===== src/hdl/ucds_pkg.sv =====
// Types and constants for the USB charger detect sequencer.
package ucds_pkg;

  localparam int unsigned TIMER_BITS = 16;
  localparam int unsigned CFG_W      = 16;
  localparam int unsigned CFG_IDX_W  = 1;
  localparam int unsigned IN_W       = 8;
  localparam int unsigned OUT_W      = 8;
  localparam int unsigned CLASS_W    = 3;

  localparam logic [TIMER_BITS-1:0] TIMER_MAX = {TIMER_BITS{1'b1}};

  localparam logic [CFG_W-1:0] CONTACT_TIMEOUT_RST = CFG_W'(1000);
  localparam logic [CFG_W-1:0] SETTLE_RST          = CFG_W'(100);

  localparam logic [CFG_IDX_W-1:0] REG_CONTACT_TIMEOUT = 1'b0;
  localparam logic [CFG_IDX_W-1:0] REG_SETTLE          = 1'b1;

  typedef enum logic [5:0] {
    PH_WAIT_VBUS = 6'b000001,
    PH_CONTACT   = 6'b000010,
    PH_SETTLE    = 6'b000100,
    PH_PRIMARY   = 6'b001000,
    PH_SECONDARY = 6'b010000,
    PH_DONE      = 6'b100000
  } phase_e;

  typedef enum logic [CLASS_W-1:0] {
    CLS_NONE        = 3'd0,
    CLS_NONSTANDARD = 3'd1,
    CLS_STANDARD    = 3'd2,
    CLS_CHARGING    = 3'd3,
    CLS_DEDICATED   = 3'd4
  } class_e;

  typedef struct packed {
    logic vbus_present;
    logic contact_detected;
    logic primary_detected;
    logic secondary_detected;
    logic ms_tick;
  } sample_t;

  typedef struct packed {
    logic   contact_enable;
    logic   primary_enable;
    logic   secondary_enable;
    logic   detect_mode;
    class_e port_class;
    logic   link_ready;
  } result_t;

endpackage


===== src/hdl/ucds_seq.sv =====
// Detection phase sequencer with millisecond timer; one step per accepted sample.
module ucds_seq (
  input  logic                    clk_i,
  input  logic                    rst_ni,
  input  logic                    step_i,
  input  ucds_pkg::sample_t       sample_i,
  input  logic [ucds_pkg::CFG_W-1:0] contact_timeout_i,
  input  logic [ucds_pkg::CFG_W-1:0] settle_i,
  output ucds_pkg::result_t       result_o
);
  import ucds_pkg::*;

  phase_e                phase_q, phase_d;
  logic [TIMER_BITS-1:0] cnt_q, cnt_d, cnt_inc;
  class_e                class_q, class_d;
  logic                  fresh, saturated, timeout_over, settle_over;

  always_comb begin
    fresh = phase_q inside {PH_WAIT_VBUS, PH_DONE};
    // advance once per tick while a timed phase runs, stick at full scale
    cnt_inc = cnt_q;
    if (!fresh && sample_i.ms_tick && cnt_q != TIMER_MAX) begin
      cnt_inc = cnt_q + TIMER_BITS'(1);
    end
    saturated    = (cnt_inc == TIMER_MAX);
    timeout_over = (cnt_inc >= contact_timeout_i) || saturated;
    settle_over  = (cnt_inc >= settle_i) || saturated;

    phase_d = phase_q;
    cnt_d   = cnt_inc;
    class_d = class_q;
    case (phase_q)
      PH_WAIT_VBUS: begin
        class_d = CLS_NONE;
        if (sample_i.vbus_present) begin
          phase_d = PH_CONTACT;
          cnt_d   = '0;
        end
      end
      PH_CONTACT: begin
        // timeout wins over a contact seen on the same sample
        if (timeout_over) begin
          class_d = CLS_NONSTANDARD;
          phase_d = PH_DONE;
          cnt_d   = '0;
        end else if (sample_i.contact_detected) begin
          phase_d = PH_SETTLE;
          cnt_d   = '0;
        end
      end
      PH_SETTLE: begin
        if (settle_over) begin
          phase_d = PH_PRIMARY;
          cnt_d   = '0;
        end
      end
      PH_PRIMARY: begin
        if (settle_over) begin
          cnt_d = '0;
          if (sample_i.primary_detected) begin
            phase_d = PH_SECONDARY;
          end else if (sample_i.vbus_present) begin
            class_d = CLS_STANDARD;
            phase_d = PH_DONE;
          end else begin
            class_d = CLS_NONE;
            phase_d = PH_WAIT_VBUS;
          end
        end
      end
      PH_SECONDARY: begin
        if (settle_over) begin
          cnt_d = '0;
          if (!sample_i.vbus_present) begin
            class_d = CLS_NONE;
            phase_d = PH_WAIT_VBUS;
          end else begin
            class_d = sample_i.secondary_detected ? CLS_DEDICATED : CLS_CHARGING;
            phase_d = PH_DONE;
          end
        end
      end
      PH_DONE: begin
        cnt_d = '0;
      end
      default: begin
        phase_d = PH_DONE;
        cnt_d   = '0;
      end
    endcase
  end

  always_ff @(posedge clk_i or negedge rst_ni) begin
    if (!rst_ni) begin
      phase_q <= PH_WAIT_VBUS;
      cnt_q   <= '0;
      class_q <= CLS_NONE;
    end else if (step_i) begin
      phase_q <= phase_d;
      cnt_q   <= cnt_d;
      class_q <= class_d;
    end
  end

  // result reflects the state after this sample
  always_comb begin
    result_o.contact_enable   = (phase_d == PH_CONTACT) || (phase_d == PH_SETTLE);
    result_o.primary_enable   = (phase_d == PH_PRIMARY);
    result_o.secondary_enable = (phase_d == PH_SECONDARY);
    result_o.detect_mode      = phase_d inside {PH_CONTACT, PH_SETTLE, PH_PRIMARY,
                                                PH_SECONDARY};
    result_o.port_class       = class_d;
    result_o.link_ready       = sample_i.vbus_present && (class_d != CLS_NONE);
  end

endmodule


===== src/hdl/usb_charger_detect_sequencer_core.sv =====
// Top level of the USB charger detect sequencer: config registers, stream handshake, result register.
//
//  channel | dir | handshake                     | payload
//  --------+-----+-------------------------------+------------------------------------
//  s_axis  | in  | s_axis_tvalid / s_axis_tready | tdata: one VBUS and detector sample
//  m_axis  | out | m_axis_tvalid / m_axis_tready | tdata: enables, class, link ready
//  cfg     | in  | cfg_we_i (always taken)       | cfg_index_i, cfg_data_i
//
// One sample per clock while the output is not stalled: the phase and timer update in the cycle a word is taken,
// and the result lands in a single output register in the cycle after.
// A new word is taken whenever the output register is empty or drained that cycle,
// so a stalled output holds its word and stops input only while it stays full.
// Reset clears the phase to waiting for VBUS, the timer and class to zero, and
// loads the contact timeout with 1000 ms and the settle time with 100 ms.
module usb_charger_detect_sequencer_core (
  input  logic                           clk_i,
  input  logic                           rst_ni,
  input  logic                           s_axis_tvalid,
  output logic                           s_axis_tready,
  // [0] vbus_present, [1] contact_detected, [2] primary_detected,
  // [3] secondary_detected, [4] ms_tick, [7:5] zero
  input  logic [ucds_pkg::IN_W-1:0]      s_axis_tdata,
  output logic                           m_axis_tvalid,
  input  logic                           m_axis_tready,
  // [0] contact_enable, [1] primary_enable, [2] secondary_enable,
  // [3] detect_mode, [6:4] port_class, [7] link_ready
  output logic [ucds_pkg::OUT_W-1:0]     m_axis_tdata,
  input  logic                           cfg_we_i,
  input  logic [ucds_pkg::CFG_IDX_W-1:0] cfg_index_i,
  input  logic [ucds_pkg::CFG_W-1:0]     cfg_data_i
);
  import ucds_pkg::*;

  logic [CFG_W-1:0] contact_timeout_q, settle_q;
  logic             out_valid_q;
  logic [OUT_W-1:0] out_data_q;
  logic             accept;
  sample_t          sample;
  result_t          result;

  always_ff @(posedge clk_i or negedge rst_ni) begin
    if (!rst_ni) begin
      contact_timeout_q <= CONTACT_TIMEOUT_RST;
      settle_q          <= SETTLE_RST;
    end else if (cfg_we_i) begin
      case (cfg_index_i)
        REG_CONTACT_TIMEOUT: contact_timeout_q <= cfg_data_i;
        REG_SETTLE:          settle_q          <= cfg_data_i;
        default: ;
      endcase
    end
  end

  assign s_axis_tready = !out_valid_q || m_axis_tready;
  assign accept        = s_axis_tvalid && s_axis_tready;

  always_comb begin
    sample.vbus_present       = s_axis_tdata[0];
    sample.contact_detected   = s_axis_tdata[1];
    sample.primary_detected   = s_axis_tdata[2];
    sample.secondary_detected = s_axis_tdata[3];
    sample.ms_tick            = s_axis_tdata[4];
  end

  ucds_seq u_seq (
    .clk_i             (clk_i),
    .rst_ni            (rst_ni),
    .step_i            (accept),
    .sample_i          (sample),
    .contact_timeout_i (contact_timeout_q),
    .settle_i          (settle_q),
    .result_o          (result)
  );

  always_ff @(posedge clk_i or negedge rst_ni) begin
    if (!rst_ni) begin
      out_valid_q <= 1'b0;
    end else if (accept) begin
      out_valid_q <= 1'b1;
    end else if (m_axis_tready) begin
      out_valid_q <= 1'b0;
    end
  end

  always_ff @(posedge clk_i) begin
    if (accept) begin
      out_data_q <= {result.link_ready, result.port_class, result.detect_mode,
                     result.secondary_enable, result.primary_enable,
                     result.contact_enable};
    end
  end

  assign m_axis_tvalid = out_valid_q;
  assign m_axis_tdata  = out_data_q;

endmodule


===== config.mk =====
export PLATFORM = sky130hd
export DESIGN_NAME = usb_charger_detect_sequencer_core
export DESIGN_NICKNAME = d
export VERILOG_FILES = /design/src/hdl/ucds_pkg.sv /design/src/hdl/ucds_seq.sv /design/src/hdl/usb_charger_detect_sequencer_core.sv
export SDC_FILE = /design/constraint.sdc
export NUM_CORES = 1
export LEC_CHECK = 0
export ABC_AREA = 1
export BUFFER_PORTS_ARGS = -buffer_cell sky130_fd_sc_hd__buf_2
export CAP_MARGIN = 10
export CORE_UTILIZATION = 40
export CTS_CLUSTER_DIAMETER = 30
export DETAILED_ROUTE_END_ITERATION = 6
export PLACE_DENSITY = 0.69
export SLEW_MARGIN = 0
export SYNTH_ARGS = -nofsm -noshare
export SYNTH_HDL_FRONTEND = slang
export SYNTH_HIERARCHICAL = 1
export SYNTH_SLANG_ARGS = --single-unit

===== constraint.sdc =====
create_clock -name clk_i -period 3.37 [get_ports clk_i]
set_clock_uncertainty 0.1 [all_clocks]
set_input_delay 0.337 -clock clk_i [delete_from_list [all_inputs] [get_ports clk_i]]
set_output_delay 0.337 -clock clk_i [all_outputs]
set_load 0.01 [all_outputs]

# After elaboration in Yosys (flattened, before gate mapping)
# Index checks and enable logic that the tools add are counted.
[totals]
register_bits = 66
in_bits = 30
output_inout_bits = 10
elab_cells = 65
[classes]
n_addsub = 1
n_lt_le_gt_ge = 2
n_eq_ne = 12
muxes = 25
bitwise = 1
reduce_logical = 17
[op_table]
columns = ["cell", "count"]
rows = [
  ["two-way mux 16 bit", 5],
  ["two-way mux 6 bit", 8],
  ["case mux 16 bit (3 select lines)", 1],
  ["case mux 6 bit (6 select lines)", 1],
  [">= comparator 16 bit", 2],
  ["two-way mux 3 bit", 6],
  ["adder 16 x 1 -> 16 bit (second input constant)", 1],
  ["equality test 16 bit (second input constant)", 1],
  ["!= test 16 bit (second input constant)", 1],
  ["equality test 6 x 2 -> 1 bit (second input constant)", 2],
  ["equality test 6 x 3 -> 1 bit (second input constant)", 2],
  ["equality test 6 x 4 -> 1 bit (second input constant)", 2],
  ["equality test 6 x 5 -> 1 bit (second input constant)", 2],
  ["case mux 3 bit (4 select lines)", 1],
  ["equality test 6 x 1 -> 1 bit (second input constant)", 1],
  ["equality test 6 bit (second input constant)", 1],
  ["logical AND 1 bit", 4],
  ["logical OR 1 bit", 4],
  ["AND reduction 2 bit", 2],
  ["nonzero test 2 bit", 2],
  ["nonzero test 4 bit", 1],
  ["nonzero test 3 bit", 1],
  ["OR reduction 3 bit", 1],
  ["logical NOT 1 bit", 2],
  ["other kinds (3)", 4],
]

# Logic depth before layout (Yosys ltp)
# Gate-level depths: netlist of run 1.
[depth]
depth_word = 12
depth_mapped = 28
ltp_nobuf = 26

# By module
# The synthesis of run 1 kept the hierarchy.
[modules_own_cells]
columns = ["mod", "instances", "cells_each", "area_per_inst_um2", "seq_area_each_um2"]
rows = [
  ["ucds_seq", 1, 466, 3040.4, 626.9],
  ["usb_charger_detect_sequencer_core", 1, 154, 1616.6, 1077.3],
]

# Least setup slack after synthesis of run 1
# Ideal clock, no wire load.
[synth_timing]
path_kind = "register to register"
from = "reg u_seq.cnt_q[0]"
to = "reg out_data_q[7] (netlist: m_axis_tdata[7]) (data pin)"
setup_ns = 0.258
arrival_time_ns = 2.801
required_ns = 3.012
slack_ns = 0.211
path_stages_with_launch = 25
path_buffers = 1
synth_period_minus_slack_ns = 3.159
path_cell_list = "dfrtp_1 -> ha_1 -> nand3_2 -> inv_2 -> nand2_4 -> nor2_4 -> nor2_2 -> buf_6 -> nand2_2 -> nand2_1 -> inv_1 -> ha_1 -> inv_1 -> nor3_1 -> nand2_1 -> o311ai_0 -> nand2_1 -> nand2_1 -> a21oi_1 -> nand3_1 -> nand2_1 -> o21ai_1 -> nand2_1 -> nor2_1 -> a21oi_1"
[synth_lines]
columns = ["element", "line", "text"]
rows = [
  ["start, declared", "ucds_seq.sv:14", "logic [TIMER_BITS-1:0] cnt_q, cnt_d, cnt_inc;"],
  ["start signal, assigned", "ucds_seq.sv:100", "cnt_q <= cnt_d;"],
  ["end signal, assigned", "usb_charger_detect_sequencer_core.sv:87", "out_data_q <= {result.link_ready, result.port_class, result.detect_mode,"],
  ["end, declared", "usb_charger_detect_sequencer_core.sv:36", "logic [OUT_W-1:0] out_data_q;"],
]

==> results.md, run 1 <==
- Total Wirelength: approximately 12000 µm
- Slew Limit Headroom: 57.4%
- Setup crit end kind: flip-flop
- Crit path max fanout: 6
- Pwr/cell area: approximately 510 nW/µm²
- Gr ovfl total: 0
- Largest net degree at the start of global routing: 48
- Fin crit period: about 3.4 ns
- CTS tree: done
- Synth Warn #: 6
- HP Class: input port to flip-flop
- Core area: between 10000 and 15000 µm²
- Fmax: 296 MHz
- H-tree Lvls: 3
- RSZ-0062 raised after global routing: yes
- Sequential element share of the synthesized area: 36.6%
- Worst EP arrival: between 3 and 4 ns
- IO buf count: 36
- Peak supply drop: between 300 and 400 µV
- Vias/cell: 5.01
- Slew Viols, Final: 0
- Kind of critical path: flip-flop to flip-flop
- Met2 GRT Util: between 30% and 40%
- Status: finished, violations left
- I/O pin total: 40
- Avg Cell Area, Syn: approximately 7.5 µm²
- Residual DRC: 0
- Sink Count: 66
- Post-Syn Instances: 620
- DP Cell Count: about 860
- First-pass GRT wire length: roughly 19000 µm
- Part of the cycle the worst path needs: 100%
- Final Hold Fails: 0
- Layout Nets: just over 800
- Gpl congestion: 0.915
- Drt pass-1 iters: 5
- Slack of the critical path: -0.00994 ns
- Chip width: 110 µm
- PnR Total Power: 3.31 mW
- Crit start category: flip-flop
- Area added between synthesis and finish: 38.7%
- Clk buf depth: 2
- Post-DP HPWL: 8220 µm
- Initial antenna violation count: 0
- CTS Root Cell: clkbuf_16
- Share of post-route cells with drive strength above 1: around 40%
- Critical Path RT: around 3.4 ns
- 1st-iter DRT viols: 224
- Leakage power: about 3.3 nW
- CTS clk-pin slew, worst paths: roughly 0.060 ns
- M3 GR Usage: between 3 and 4%
- Core Rows: 39
- Vias in the first global route: around 4300
- Gr busiest metal: met2
- Synthesis-stage register bit count: 66
- Syn_nets: 683
- Total track usage: 20.3%
- Failing checks: setup timing
- Number of diodes: 0
- Wire per inst: about 14 µm
- Final ANT Viol Nets: 0
- # setup viols final: 1
- Die Height: between 100 and 150 µm
- Starting Density: a little over 40%
- Max_cap viols: 0
- Syn Std Cell Area: 4660 µm²
- Die area: between 10000 and 15000 µm²
- Vias post-DR: between 4000 and 5000
- Inserted Clock Buffers: 9
- Count of cell types in the netlist: 42
- Post-Layout Cell Count: around 900
- Clock latency on the worst-skew pair: 0.33 ns
- Met1 GRT Util: around a quarter
- Pin slew with the least headroom to its limit: around 0.64 ns
==> routing by layer <==
metal	up-vias	share of wire [%]	wire (µm)
met5	-	0	0
met4	0	1.2	146
met3	13	3.4	423
met1	2147	44	5460
met2	90	51	6270
li1	2238	-	-
==> stage by stage <==
stage	cell area, µm²	hold WS, ns	util (%)	TNS, ns	worst slack, ns
2_1_floorplan	4660	-0.0586	-	0	0.211
3_3_place_gp	5490	0.112	48.3	-5.23	-0.260
3_5_place_dp	5490	0.121	48.3	-7.68	-0.370
4_1_cts	5990	0.123	52.7	-0.00614	-0.00614
5_1_grt	6460	0.140	56.8	-2.16	-0.139
6_report	6460	0.130	56.8	-0.00994	-0.00994
==> critical path, cell delays in order, from the launching register on <==
cell and delay, ns:
dfrtp_1 0.36, ha_2 0.19, nand3_2 0.10, inv_2 0.10
nand2_4 0.07, inv_4 0.08, nand2_8 0.06, nand2_8 0.11
buf_6 0.12, nand2_1 0.05, nand2_2 0.10, inv_2 0.06
buf_4 0.13, ha_1 0.18, a21oi_2 0.16, o21ai_1 0.08
nand2_1 0.07, o211ai_1 0.15, nor2_4 0.22, nand2_4 0.10
buf_4 0.14, nand4_1 0.14, nand2_2 0.09, nor2_2 0.10
a21oi_2 0.06
==> worst paths after layout <==
check,start,to,slack (ns),cells past startpoint
hold / removal,cfg_data_i[5],settle_q[5],0.13,3
min in group asynchronous,rst_ni,contact_timeout_q[2],0.32,2
max in group asynchronous,rst_ni,u_seq/phase_q[4],1.91,3
hold reg to reg,contact_timeout_q[5],contact_timeout_q[5],0.36,2
setup / recovery,u_seq/cnt_q[1],m_axis_tdata[7],-0.01,24
setup reg to reg,u_seq/cnt_q[1],m_axis_tdata[7],-0.01,24
==> cells in the mapped netlist (all sizes together) <==
cell type  count  area share, %
a21o           1           0.16
a21oi         22            2.4
a31oi          2           0.27
buf           14            2.8
clkbuf         2           0.16
clkinv         1          0.081
dfrtp         48             26
dfstp         10            5.6
edfxtp         8            5.2
ha            33            8.9
inv          104            8.5
nand2        205             19
nand3         61            6.8
nand4          8            1.1
nor2          47            4.8
nor3           5           0.54
nor3b          1           0.16
o2111ai        1           0.19
o211ai         1           0.16
o21ai         18            2.3
o21bai         1           0.16
o22ai         18            3.8
o311ai         1           0.19
o31ai          1           0.16
or2            1           0.13
xnor2          1           0.19
xor2           5           0.94
==> kinds of logic after synthesis <==
group	synth area share, %
AO/OA/AOI/OAI	9.67
XOR/XNOR	1.13
adder cells (fa/ha/maj)	8.87
buffers and inverters	11.6
flip-flops	36.6
AND/OR/NAND/NOR	32.2
==> power by group <==
group	internal (mW)	switching (mW)
registers	0.901	0.0501
logic	0.666	0.784
clock network	0.569	0.342
total	2.14	1.18
==> what timing repair did <==
action                     4_1_cts  5_1_grt
pin swaps                       19       41
hold buffers                     1        0
resized for setup               38       82
hold endpoints to repair         8        0
setup endpoints to repair       31       33
setup buffers                   10        9
gates cloned                     0        1
==> final cells by class <==
| class | instances | area [µm²] |
|---|---|---|
| Inverter | 105 | 404 |
| Timing Repair Buffer | 132 | 996 |
| Clock buffer | 12 | 236 |
| Fill cell | 956 | 4910 |
| Sequential cell | 66 | 1710 |
| Multi-Input combinational cell | 433 | 2890 |
| Tap cell | 143 | 179 |
| Clock inverter | 4 | 45.0 |
==> sequential cells by signal, summed over array words and instances, names as in the netlist <==
signal / cells
contact_timeout_q: 16
settle_q: 16
u_seq/cnt_q: 16
m_axis_tdata: 8
u_seq/phase_q: 6
u_seq/class_q: 3
m_axis_tvalid: 1
==> placed cells by master, fill, tap and decap left out, drive strengths merged <==
cell and instances:
o21bai 1, bufinv 1, o22ai 18, dfrtp 48, o2111ai 1, o211ai 1
xor2 5, dlygate4sd3 1, dfstp 10, inv 104, buf 130, nand2 205
o311ai 1, or2 1, o31ai 1, ha 33, nand4 8, nor2 47
clkbuf 13, a21o 1, xnor2 1, nor3 5, clkinv 4, edfxtp 8
a31oi 2, a21oi 22, nor3b 1, o21ai 18, nand3 61
Note: power is estimated with default switching activity, not from simulation.
==> run 2: changes to the inputs <==
--- a/config.mk
+++ b/config.mk
@@ -11,9 +11,8 @@
 export CORE_UTILIZATION = 40
 export CTS_CLUSTER_DIAMETER = 30
 export DETAILED_ROUTE_END_ITERATION = 6
-export PLACE_DENSITY = 0.69
+export PLACE_DENSITY = 0.7
 export SLEW_MARGIN = 0
 export SYNTH_ARGS = -nofsm -noshare
 export SYNTH_HDL_FRONTEND = slang
-export SYNTH_HIERARCHICAL = 1
 export SYNTH_SLANG_ARGS = --single-unit
==> results.md, run 2 <==
- Post-Syn Instances: approximately 620
- Number of diodes: 0
- Reg2Reg Depth: 26
- DP Cell Count: 855
- IO buf count: 36
- I/O pin total: 40
- Gr ovfl total: 0
- Clock Power Share: about a fifth
- HP Class: input port to async pin
- 1st-iter DRT viols: just under 400
- Drt pass-1 iters: 5
- Inserted Clock Buffers: 9
- Final ANT Viol Nets: 0
- Sequential power share: about 30%
- Fin crit period: ~3.5 ns
- Clock latency on the worst-skew pair: 0.36 ns
- Post-layout util: approximately three fifths
- PnR Total Power: about 3.2 mW
- Chip width: roughly 110 µm
- Pint: 1.95 mW
- Most instantiated library cell after synthesis: nand2_1
- CTS clk-pin slew, worst paths: roughly 0.080 ns
- Slack of the critical path: -0.161 ns
- Yosys top cell by area: dfrtp_1
- Kind of critical path: flip-flop to flip-flop
- Vias in the first global route: between 4000 and 5000
- Sequential element share of the synthesized area: between 30% and 40%
- Synth Warn #: 0
- Die Height: 108 µm
- Status: finished, violations left
- Core area: ~11000 µm²
- Syn Std Cell Area: 4460 µm²
- Core Rows: 38
- Share of post-route cells with drive strength above 1: between 40% and 50%
- Max_cap viols: 0
- Sink Count: 66
- Top cells by area, synth: dfrtp_1 27%, nand2_1 14%, inv_1 11%
- Setup tns final: -2.38 ns
- Syn_nets: just under 700
- Regs by FF count: contact_timeout_q (16), settle_q (16), u_seq.cnt_q (16)
- Avg Cell Area, Syn: between 7 and 8 µm²
- Initial antenna violation count: 0
- Post-synth top cells: 167 x nand2_1, 125 x inv_1, 49 x o21ai_0
- Reg2reg start: u_seq.cnt_q[1]
- Crit start category: flip-flop
- Slew Limit Headroom: 29.1%
- Pwr/cell area: ~500 nW/µm²
- Crit path max fanout: 7
- # setup viols final: 30
- RSZ-0062 raised after global routing: yes
- Post-DP HPWL: between 8000 and 9000 µm
- Pin slew with the least headroom to its limit: approximately 1.1 ns
- # hold bufs at CTS: 0
- H-tree Lvls: 3
- Combinational power share: a little over 50%
- Commonest non-fill, non-tap cell in the layout: nand2_1
- Peak supply drop: around 360 µV
- Number of synthesized flops with an enable pin: 8
- Worst R2R Setup Slack: -0.16 ns
- Total track usage: 22.2%
- Switching portion of total power: about two fifths
- First-pass GRT wire length: about 20000 µm
- Setup crit end kind: flip-flop
- Final Hold Fails: 0
- Wire per inst: roughly 15 µm
- Starting Density: approximately two fifths
- Most frequent cells in the layout: 128 x nand2_1, 105 x inv_1, 83 x buf_4, 48 x dfrtp_1, 37 x o21ai_0
- Vias post-DR: ~4600
- Slew Viols, Final: 0
- Post-synth top area share: between 20% and 30%
- Part of the cycle the worst path needs: 105%
- Total Wirelength: approximately 13000 µm
- CTS Root Cell: clkbuf_8
- Failing checks: setup timing
- Worst EP arrival: between 3 and 4 ns
- Count of cell types in the netlist: 38
- Area added between synthesis and finish: 46.8%
- Die area: 11600 µm²
- Gpl congestion: between 0.9 and 1
- Layout Nets: 810
- Worst reg2reg path endpoint: m_axis_tdata[7]
- Clk buf depth: 2
- Vias/cell: approximately 5.1
- Switching pwr: 1.24 mW
- Leakage power: ~3.3 nW
- Fmax: ~280 MHz
- CTS tree: done
- Post-synth ARST share: 87.9%
- Residual DRC: 0
- Post-Layout Cell Count: just under 900
- Critical Path RT: approximately 3.4 ns
- Synthesis-stage register bit count: between 60 and 70
- Largest net degree at the start of global routing: 42
- Main synth FF type: dfrtp_1
## run 2: cell types whose count changed after synthesis, moves of 5 or more
| cell | delta |
|---|---|
| nand2_2 | -13 |
| o22ai_1 | +9 |
| nand3_1 | -30 |
| nand2_1 | -12 |
| o22ai_2 | -10 |
| inv_1 | +27 |
| o21ai_0 | +35 |
| o21ai_1 | +5 |
| clkbuf_1 | +6 |
| buf_4 | -5 |
## run 2: layer usage
| metal | GRT usage (%) | wire length, µm |
|---|---|---|
| met2 | 39.5 | 6770 |
| met3 | 5.08 | 647 |
| met1 | 25.1 | 5250 |
| met4 | 10.3 | 384 |
| met5 | 0 | 0 |
## run 2: what timing repair did
action | 4_1_cts | 5_1_grt
cloned | 1 | 1
endpoints found under the setup margin | 33 | 33
setup buffers | 13 | 7
resized for setup | 94 | 96
pin swaps | 51 | 38
## run 2: cell type report
| class | instances | area (µm²) |
|---|---|---|
| clock buffers | 14 | 173 |
| clock inverters | 2 | 12.5 |
| fillers | 860 | 4290 |
| inverters | 127 | 487 |
| multi-input cells | 412 | 3010 |
| flip-flops and latches | 66 | 1700 |
| well taps | 140 | 175 |
| repair buffers | 131 | 987 |
## run 2: stage by stage
step	cell area, µm²	setup slack [ns]	hold slack (ns)
after floorplan	4460	0.152	-0.0586
after global placement	5330	-0.263	0.369
after detailed placement	5330	-0.318	0.373
after CTS	6060	-0.0293	0.0932
after global routing	6550	-0.355	0.117
final	6550	-0.161	0.0701
## run 2: power by group through the flow
stage	Combinational [mW]	Sequential [mW]	Clock, mW
after floorplan	0.606	0.954	0
after global placement	0.952	0.952	0
after detailed placement	0.996	0.954	0
after CTS	1.27	0.941	0.651
after global routing	1.75	0.951	0.689
final	1.61	0.943	0.642
## run 2: logic make-up (layout without fill, tap and decap cells)
group | count (synthesis) | after routing | share of synthesized area, %
compound gates | 99 | 99 | 12.2
xor+xnor | 5 | 5 | 0.982
fa+ha+maj | 33 | 33 | 9.26
buf+inv | 140 | 274 | 12.4
flops | 66 | 66 | 38.2
simple gates | 274 | 275 | 27.0
## run 2: how the worst max path moves through the flow
| stage | end | cells after the start | start |
|---|---|---|---|
| 4_1_cts | m_axis_tdata[7] | 26 | u_seq.cnt_q[1] |
| 2_1_floorplan | m_axis_tdata[7] | 26 | u_seq.cnt_q[0] |
| 3_5_place_dp | u_seq.cnt_q[12] | 23 | u_seq.cnt_q[0] |
| 3_3_place_gp | u_seq.cnt_q[0] | 20 | u_seq.cnt_q[0] |
| 6_report | m_axis_tdata[7] | 26 | u_seq.cnt_q[1] |
| 5_1_grt | m_axis_tdata[7] | 26 | u_seq.cnt_q[1] |
## run 2: critical path, stage by stage (launching register included)
cell and delay, ns:
dfrtp_1 0.37, ha_2 0.21, nand2_2 0.08, nor2_4 0.11, nand2_2 0.08, nor2_4 0.15
inv_2 0.07, nand2_4 0.13, buf_12 0.15, nand2_4 0.04, nand2_2 0.08, inv_2 0.06
ha_4 0.28, nand2_4 0.05, nor3_2 0.14, nand3_1 0.13, a21oi_2 0.18, nor2_4 0.07
buf_6 0.14, nand2_8 0.09, nand2_4 0.06, nand2_4 0.06, nand3_2 0.06, a21oi_2 0.16
nand3_1 0.09, nand2_1 0.06, inv_1 0.03
